File: config.mk
export PLATFORM = sky130hd
export DESIGN_NAME = markup_tag_tokenizer
export DESIGN_NICKNAME = d
export VERILOG_FILES = /design/src/rtl/mtt_pkg.sv /design/src/rtl/markup_tag_tokenizer.sv
export SDC_FILE = /design/constraint.sdc
export NUM_CORES = 1
export LEC_CHECK = 0
export BUFFER_PORTS_ARGS = -buffer_cell sky130_fd_sc_hd__buf_2
export CAP_MARGIN = 20
export CORE_ASPECT_RATIO = 1.75
export CORE_MARGIN = 1.5
export CORE_UTILIZATION = 50
export CTS_CLUSTER_SIZE = 30
export DETAILED_ROUTE_END_ITERATION = 6
export PLACE_DENSITY = 0.69
export SYNTH_ARGS = -nofsm -noshare
export SYNTH_HDL_FRONTEND = slang
export SYNTH_SLANG_ARGS = --single-unit
File: constraint.sdc
create_clock -name clk -period 7.2 [get_ports clk]
set_input_delay 0.72 -clock clk [delete_from_list [all_inputs] [get_ports clk]]
set_output_delay 0.72 -clock clk [all_outputs]
set_load 0.005 [all_outputs]
File: src/rtl/mtt_pkg.sv
// ----------------------------------------------------------------------------
// mtt_pkg
// Types, character codes and token kinds shared by the markup tag tokenizer.
// ----------------------------------------------------------------------------
package mtt_pkg;

	// Lexer context, one-hot coded.
	typedef enum logic [5:0] {
		LEX_TEXT       = 6'b000001,
		LEX_TAG_START  = 6'b000010,
		LEX_TAG_NAME   = 6'b000100,
		LEX_CLOSE_SKIP = 6'b001000,
		LEX_ATTR_NAME  = 6'b010000,
		LEX_ATTR_VALUE = 6'b100000
	} ctx_t;

	localparam logic [2:0] KIND_OPEN       = 3'd0;
	localparam logic [2:0] KIND_CLOSE      = 3'd1;
	localparam logic [2:0] KIND_ATTR_NAME  = 3'd2;
	localparam logic [2:0] KIND_ATTR_VALUE = 3'd3;
	localparam logic [2:0] KIND_TEXT       = 3'd4;

	localparam logic [7:0] CH_LT    = 8'h3C;
	localparam logic [7:0] CH_GT    = 8'h3E;
	localparam logic [7:0] CH_SLASH = 8'h2F;
	localparam logic [7:0] CH_EQ    = 8'h3D;
	localparam logic [7:0] CH_QUOTE = 8'h22;
	localparam logic [7:0] CH_SPACE = 8'h20;
	localparam logic [7:0] CH_NL    = 8'h0A;

	// One result: a token character or an end marker.
	typedef struct packed {
		logic [7:0] data;
		logic [2:0] kind;
		logic       tok_end;
	} result_t;

	// Token kind that belongs to the current context.
	function automatic logic [2:0] kind_of(ctx_t c, logic closing);
		logic [2:0] k;
		case (c)
			LEX_TAG_START, LEX_TAG_NAME, LEX_CLOSE_SKIP: k = closing ? KIND_CLOSE : KIND_OPEN;
			LEX_ATTR_NAME:  k = KIND_ATTR_NAME;
			LEX_ATTR_VALUE: k = KIND_ATTR_VALUE;
			default:        k = KIND_TEXT;
		endcase
		return k;
	endfunction

endpackage

File: src/rtl/markup_tag_tokenizer.sv
// ----------------------------------------------------------------------------
// markup_tag_tokenizer
// Byte-serial lexer that sorts a markup document into token characters and
// token end markers of five kinds.
// ----------------------------------------------------------------------------
// Usage: the document enters one byte per input transfer on in_byte, with
// in_last set on its final byte. Each byte yields zero, one or two results
// on the output channel: a token character (token_end low, out_byte holding
// the character) or an end marker (token_end high, out_byte zero), each
// tagged with token_kind. Delimiters and newlines in text are never passed
// out, and empty tokens give no end marker.
// Latency: a result is offered in the cycle after the transfer of the byte
// that caused it, once the results ahead of it have been taken.
// Throughput: one byte per cycle while in_ready is high. Only the final byte
// of a document can yield two results, its character and the end marker of
// its token, and the output moves them out one result per transfer.
// The lexer context is updated in the cycle of the input transfer, so
// consecutive bytes follow each other with no gap.
// Results wait in a four-entry queue; in_ready is high while it holds at
// most two, so a stalled receiver holds the input back once three results
// are waiting. Reset empties the queue and returns the lexer to the text
// context, as does the byte flagged in_last after its results.
// ----------------------------------------------------------------------------
module markup_tag_tokenizer (
	input  logic       clk,
	input  logic       arst_n,
	input  logic       in_valid,
	output logic       in_ready,
	input  logic [7:0] in_byte,
	input  logic       in_last,
	output logic       out_valid,
	input  logic       out_ready,
	output logic [7:0] out_byte,
	output logic [2:0] token_kind,
	output logic       token_end
);
	import mtt_pkg::*;

	// Lexer state.
	ctx_t ctx_q;
	logic closing_q;
	logic has_q;

	// Result queue.
	result_t    queue_q [4];
	logic [1:0] wr_q;
	logic [1:0] rd_q;
	logic [2:0] count_q;

	// Step logic.
	ctx_t       ctx_mid;
	logic       cl_mid;
	logic       has_mid;
	logic [2:0] kind_cur;
	result_t    r0;
	result_t    r1;
	logic       r0_v;
	logic       r1_v;
	result_t    slot0;
	result_t    slot1;
	logic [1:0] push_n;
	logic       in_fire;
	logic       out_fire;

	assign in_ready = (count_q < 3'd3);
	assign in_fire  = in_valid && in_ready;
	assign out_valid = (count_q != 3'd0);
	assign out_fire  = out_valid && out_ready;

	assign out_byte   = queue_q[rd_q].data;
	assign token_kind = queue_q[rd_q].kind;
	assign token_end  = queue_q[rd_q].tok_end;

	// Every result of the main step carries the kind of the context on entry;
	// only the closing marker for the end of the document sees the new one.
	always_comb begin
		ctx_mid  = ctx_q;
		cl_mid   = closing_q;
		has_mid  = has_q;
		kind_cur = kind_of(ctx_q, closing_q);
		r0       = '{data: in_byte, kind: kind_cur, tok_end: 1'b0};
		r0_v     = 1'b0;
		unique case (ctx_q)
			LEX_TAG_START: begin
				if (in_byte == CH_SLASH) begin
					cl_mid  = 1'b1;
					ctx_mid = LEX_TAG_NAME;
				end else if (in_byte == CH_GT) begin
					ctx_mid = LEX_TEXT;
				end else if (in_byte == CH_LT || in_byte == CH_SPACE ||
						in_byte == CH_EQ || in_byte == CH_QUOTE) begin
					ctx_mid = LEX_TAG_START;
				end else begin
					ctx_mid = LEX_TAG_NAME;
					r0_v    = 1'b1;
					has_mid = 1'b1;
				end
			end
			LEX_TAG_NAME: begin
				if (in_byte == CH_GT || in_byte == CH_LT || in_byte == CH_SPACE ||
						in_byte == CH_QUOTE || in_byte == CH_EQ) begin
					r0      = '{data: 8'd0, kind: kind_cur, tok_end: 1'b1};
					r0_v    = has_q;
					has_mid = 1'b0;
					if (in_byte == CH_GT) begin
						ctx_mid = LEX_TEXT;
					end else if (in_byte == CH_LT) begin
						ctx_mid = LEX_TAG_START;
						cl_mid  = 1'b0;
					end else if (closing_q) begin
						ctx_mid = LEX_CLOSE_SKIP;
					end else begin
						ctx_mid = (in_byte == CH_EQ) ? LEX_ATTR_VALUE : LEX_ATTR_NAME;
					end
				end else begin
					r0_v    = 1'b1;
					has_mid = 1'b1;
				end
			end
			LEX_CLOSE_SKIP: begin
				if (in_byte == CH_GT) begin
					ctx_mid = LEX_TEXT;
				end else if (in_byte == CH_LT) begin
					ctx_mid = LEX_TAG_START;
					cl_mid  = 1'b0;
				end
			end
			LEX_ATTR_NAME, LEX_ATTR_VALUE: begin
				// An opening quote of a value is skipped; '=' is data in a value.
				if ((ctx_q == LEX_ATTR_VALUE) && in_byte == CH_QUOTE && !has_q) begin
					ctx_mid = ctx_q;
				end else if (in_byte == CH_SPACE || in_byte == CH_QUOTE ||
						in_byte == CH_GT || in_byte == CH_LT ||
						(in_byte == CH_EQ && ctx_q == LEX_ATTR_NAME)) begin
					r0      = '{data: 8'd0, kind: kind_cur, tok_end: 1'b1};
					r0_v    = has_q;
					has_mid = 1'b0;
					if (in_byte == CH_GT) begin
						ctx_mid = LEX_TEXT;
					end else if (in_byte == CH_LT) begin
						ctx_mid = LEX_TAG_START;
						cl_mid  = 1'b0;
					end else if (in_byte == CH_EQ) begin
						ctx_mid = LEX_ATTR_VALUE;
					end else begin
						ctx_mid = LEX_ATTR_NAME;
					end
				end else begin
					r0_v    = 1'b1;
					has_mid = 1'b1;
				end
			end
			default: begin
				// Text context, and the recovery path for any illegal code.
				ctx_mid = LEX_TEXT;
				if (in_byte == CH_LT) begin
					r0      = '{data: 8'd0, kind: kind_cur, tok_end: 1'b1};
					r0_v    = has_q;
					has_mid = 1'b0;
					ctx_mid = LEX_TAG_START;
					cl_mid  = 1'b0;
				end else if (in_byte != CH_NL) begin
					r0_v    = 1'b1;
					has_mid = 1'b1;
				end
			end
		endcase

		// The final byte of a document closes any token still open.
		r1   = '{data: 8'd0, kind: kind_of(ctx_mid, cl_mid), tok_end: 1'b1};
		r1_v = in_last && has_mid;

		slot0  = r0_v ? r0 : r1;
		slot1  = r1;
		push_n = {1'b0, r0_v} + {1'b0, r1_v};
	end

	always_ff @(posedge clk or negedge arst_n) begin
		if (!arst_n) begin
			ctx_q     <= LEX_TEXT;
			closing_q <= 1'b0;
			has_q     <= 1'b0;
		end else if (in_fire) begin
			if (in_last) begin
				ctx_q     <= LEX_TEXT;
				closing_q <= 1'b0;
				has_q     <= 1'b0;
			end else begin
				ctx_q     <= ctx_mid;
				closing_q <= cl_mid;
				has_q     <= has_mid;
			end
		end
	end

	always_ff @(posedge clk or negedge arst_n) begin
		if (!arst_n) begin
			wr_q    <= 2'd0;
			rd_q    <= 2'd0;
			count_q <= 3'd0;
		end else begin
			if (in_fire) begin
				wr_q <= wr_q + push_n;
			end
			if (out_fire) begin
				rd_q <= rd_q + 2'd1;
			end
			count_q <= count_q + (in_fire ? {1'b0, push_n} : 3'd0)
				- {2'b00, out_fire};
		end
	end

	// Queue storage holds payload only.
	always_ff @(posedge clk) begin
		if (in_fire && push_n != 2'd0) begin
			queue_q[wr_q] <= slot0;
		end
		if (in_fire && push_n == 2'd2) begin
			queue_q[wr_q + 2'd1] <= slot1;
		end
	end

	// The queue never holds more than its four entries.
	a_count_bound: assert property (@(posedge clk) disable iff (!arst_n)
		count_q <= 3'd4)
		else $error("result queue overfilled");

	// After the final byte of a document the lexer is back in text with no token.
	a_doc_reset: assert property (@(posedge clk) disable iff (!arst_n)
		(in_fire && in_last) |=> (ctx_q == LEX_TEXT && !closing_q && !has_q))
		else $error("lexer not reset after final byte");

	// No token is open while waiting for a tag name or skipping a close tag.
	a_no_open_token: assert property (@(posedge clk) disable iff (!arst_n)
		(ctx_q == LEX_TAG_START || ctx_q == LEX_CLOSE_SKIP) |-> !has_q)
		else $error("token open in a context that holds none");

	// Queue occupancy drops by one on an output transfer with no input transfer.
	a_count_track: assert property (@(posedge clk) disable iff (!arst_n)
		(out_fire && !in_fire) |=> (count_q == $past(count_q) - 3'd1))
		else $error("queue count lost a transfer");

endmodule
==> out/metrics.csv <==
stage,metric,value,unit
synth,netlist_top_cells_area,"dfxtp_1 (22%), edfxtp_1 (11%), dfrtp_1 (11%)",
worst_setup_path,worst_setup_path_start_kind,primary input,
status,status,finished clean,
power_and_ir_drop,powerDensity,378.3,mW/mm²
clock_tree,clk_latency,0.34,ns
synth,yosys-top-cells-count,"nand2_1 (44), dfxtp_1 (36), o21ai_0 (27)",
clock_tree,cts_tree,done,
cells_and_area,nFillCells,572,
power_and_ir_drop,power.share.switching,0.3158,
power_and_ir_drop,clkPwrFrac,0.267,
sta,period_needed,4.614,ns
clock_tree,cts_root_buffer,clkbuf_8,
clock_tree,cts_made_buffers,9,
cells_and_area,diodes,0,
routing,drtAntennaViolNets,0,
synth,synth_top_cell_by_area,dfxtp_1,
power_and_ir_drop,seqPwrFrac,0.432,
routing,vias,2774,
power_and_ir_drop,p_leak,1.535,nW
sta,max_freq,216.7,MHz
sta,worst_pin_slew,1.028,ns
floorplan,start_util,0.5237,
synth,synth_top_area_frac,0.2193,
floorplan,pin_count,27,
routing,met2_length,4533,µm
worst_setup_path,criticalPathCategory,primary input to flip-flop,
routing,drtIter0Drc,155,
global_route,grt_pass1_wl,13480,µm
global_route,grt_max_degree,16,
synth,seq_area_frac_synth,0.4435,
synth,synth_cells,343,
routing,wire_per_inst,18.51,µm
synth,synth_area,0.003287,mm²
routing,drc,0,
routing,wl_met3,362,µm
synth,syn-num-nets,364,
routing,viasPerCell,6.178,
floorplan,die_w,64.29,µm
routing,met1_length,3058,µm
sta,skew,0.005807,ns
sta,slew_headroom,0.3144,
floorplan,coreArea,0.006276,mm²
clock_tree,post-cts-setup-buffer-count,0,
sta,hold_viol,0,
worst_hold_path,hold_path_class,primary input to asynchronous set/reset pin,
cells_and_area,drive_gt1_frac,0.1707,
worst_setup_path,crit_required,7.43,ns
clock_tree,cts_hold_buffers,0,
sta,layout_setup_ws,2.586,ns
global_route,grt-ovfl-total,0,
synth,ys.warnings.count,0,
routing,dr.max_layer_used,met4,
cells_and_area,finalNetCount,385,
synth,syn-mean-instance-area,9.583,µm²
global_route,grt_usage,0.2522,
placed_design,io_buffers,26,
placed_design,dpl.hpwl,6240,µm
routing,firstDrtPassIters,5,
cells_and_area,area.growth.synth_to_final,12.56,%
routing,routed_wl,8310,µm
placed_design,globalplace.congestion,0.9323,
flow_run,maxCapViolations,0,
floorplan,die-area,0.007088,mm²
sta,finalCritPeriodShare,0.6408,
cells_and_area,fin_util,0.5895,
floorplan,dieHeight,110.3,µm
synth,synthFlopType,dfxtp_1,
sta,timing.hold.ws,0.2760,ns
synth,yosysUniqueCellTypes,57,
global_route,antenna_found_initial,0,
clock_tree,clkTransAtPathRegs,0.07,ns
power_and_ir_drop,p_comb_frac,0.302,
worst_setup_path,end_kind,flip-flop,
floorplan,fp-row-count,38,
clock_tree,clock_sinks,63,
synth,synth_most_common_cell,nand2_1,
synth,async_flop_share,0.2381,
power_and_ir_drop,p_int,0.9577,mW
clock_tree,htree_levels,3,
placed_design,post-place-ws,2.261,ns
sta,slew_viol_final,0,
sta,tns,0,ns
sta,setup_violations,0,
global_route,grt_pass1_vias,2762,
sta,rsz0062_at_grt,no,
worst_setup_path,cp.arrival,4.84,ns
synth,synth-edff-count,12,
power_and_ir_drop,p_sw,0.4420,mW
clock_tree,cts_buffer_depth,2,
worst_setup_path,critPathMaxFanout,10,
synth,ys_ff_latch,63,
clock_tree,cts_resized,0,
power_and_ir_drop,peakVddDrop,0.0001933,V
==> area by class of cell <==
type / count / area, µm² / share of cell area
Clock inverter: 7 / 120.1 / 0.03247
Inverter: 17 / 63.81 / 0.01725
Sequential cell: 63 / 1458 / 0.3940
Tap cell: 80 / 100.1 / 0.02705
Timing Repair Buffer: 26 / 130.1 / 0.03517
Multi-Input combinational cell: 247 / 1704 / 0.4606
Clock buffer: 9 / 123.9 / 0.03348
==> through the flow <==
stage                     total power, mW  std cells  instance area [µm²]
after CTS                           1.410        449                 3700
after floorplan                    0.8964        343                 3287
after global routing                1.487        449                 3700
after detailed placement            1.035        433                 3456
after global placement              1.021        433                 3456
final                               1.400        449                 3700
==> worst max-delay path, cell delays in order <==
cell	delay [ns]
buf_2	0.14
or4b_1	0.68
a21oi_1	0.27
o21ai_0	0.27
a222oi_1	0.94
o21ai_2	0.33
ha_1	0.42
nand2_1	0.07
ha_1	0.28
inv_1	0.04
ha_1	0.18
fa_1	0.38
xnor2_1	0.14
==> cells in the final DEF, fill, tap and decap left out, drive strengths merged, types with 4 or more instances in the layout <==
cell and instances:
edfxtp 12, ha 7, dfxtp 36, o21ai 43
a21oi 15, mux4 12, nor3 5, inv 18
or3 7, nor2b 4, dfrtp 14, nand4 4
nand2b 7, a22o 18, and2 7, nand3 4
o22ai 6, xnor2 4, nand2 46, buf 26
nor2 16, clkbuf 9
==> cell families (layout without fill, tap and decap cells) <==
logic type	Yosys count	after routing	synth area share
buffers and inverters	33	59	0.03807
AOI/OAI and AO/OA	104	104	0.2052
and+or+nand+nor	116	116	0.1797
adders and majority gates	8	8	0.03274
muxes	12	12	0.08222
xor gates and xnor gates	7	7	0.01865
DFF	63	63	0.4435
==> layer usage <==
metal,up-vias,track usage
met5,-,0
met4,0,0.1459
met3,29,0.04061
met2,99,0.4576
met1,1328,0.2750
li1,1318,-
==> sequential cells by signal (all words and copies together), names as in the netlist <==
register   cells
wr_q           2
has_q          1
rd_q           2
ctx_q          6
queue_q       48
closing_q      1
count_q        3
==> path summary, 6_finish.rpt <==
kind / from / endpoint / slack [ns] / depth (start not counted)
max: in_byte[2] / count_q[2]$_DFF_PN0_ / 2.59 / 13
min: arst_n / count_q[0]$_DFF_PN0_ / 0.28 / 1
max reg2reg: ctx_q[1]$_DFFE_PN0P_ / count_q[2]$_DFF_PN0_ / 2.60 / 12
min reg2reg: queue_q[3][11]$_SDFFE_PP0P_ / queue_q[3][11]$_SDFFE_PP0P_ / 0.45 / 2
max in group asynchronous: arst_n / ctx_q[0]$_DFFE_PN1P_ / 6.63 / 1
min in group clk: queue_q[3][11]$_SDFFE_PP0P_ / queue_q[3][11]$_SDFFE_PP0P_ / 0.45 / 2
==> power by group through the flow <==
stage / registers, mW / clock network, mW / logic [mW]
after detailed placement: 0.611 / 0 / 0.423
after global routing: 0.621 / 0.391 / 0.474
after CTS: 0.605 / 0.376 / 0.429
after global placement: 0.605 / 0 / 0.415
final: 0.604 / 0.373 / 0.422
after floorplan: 0.547 / 0 / 0.349
Note: power is estimated with default switching activity, not from simulation.
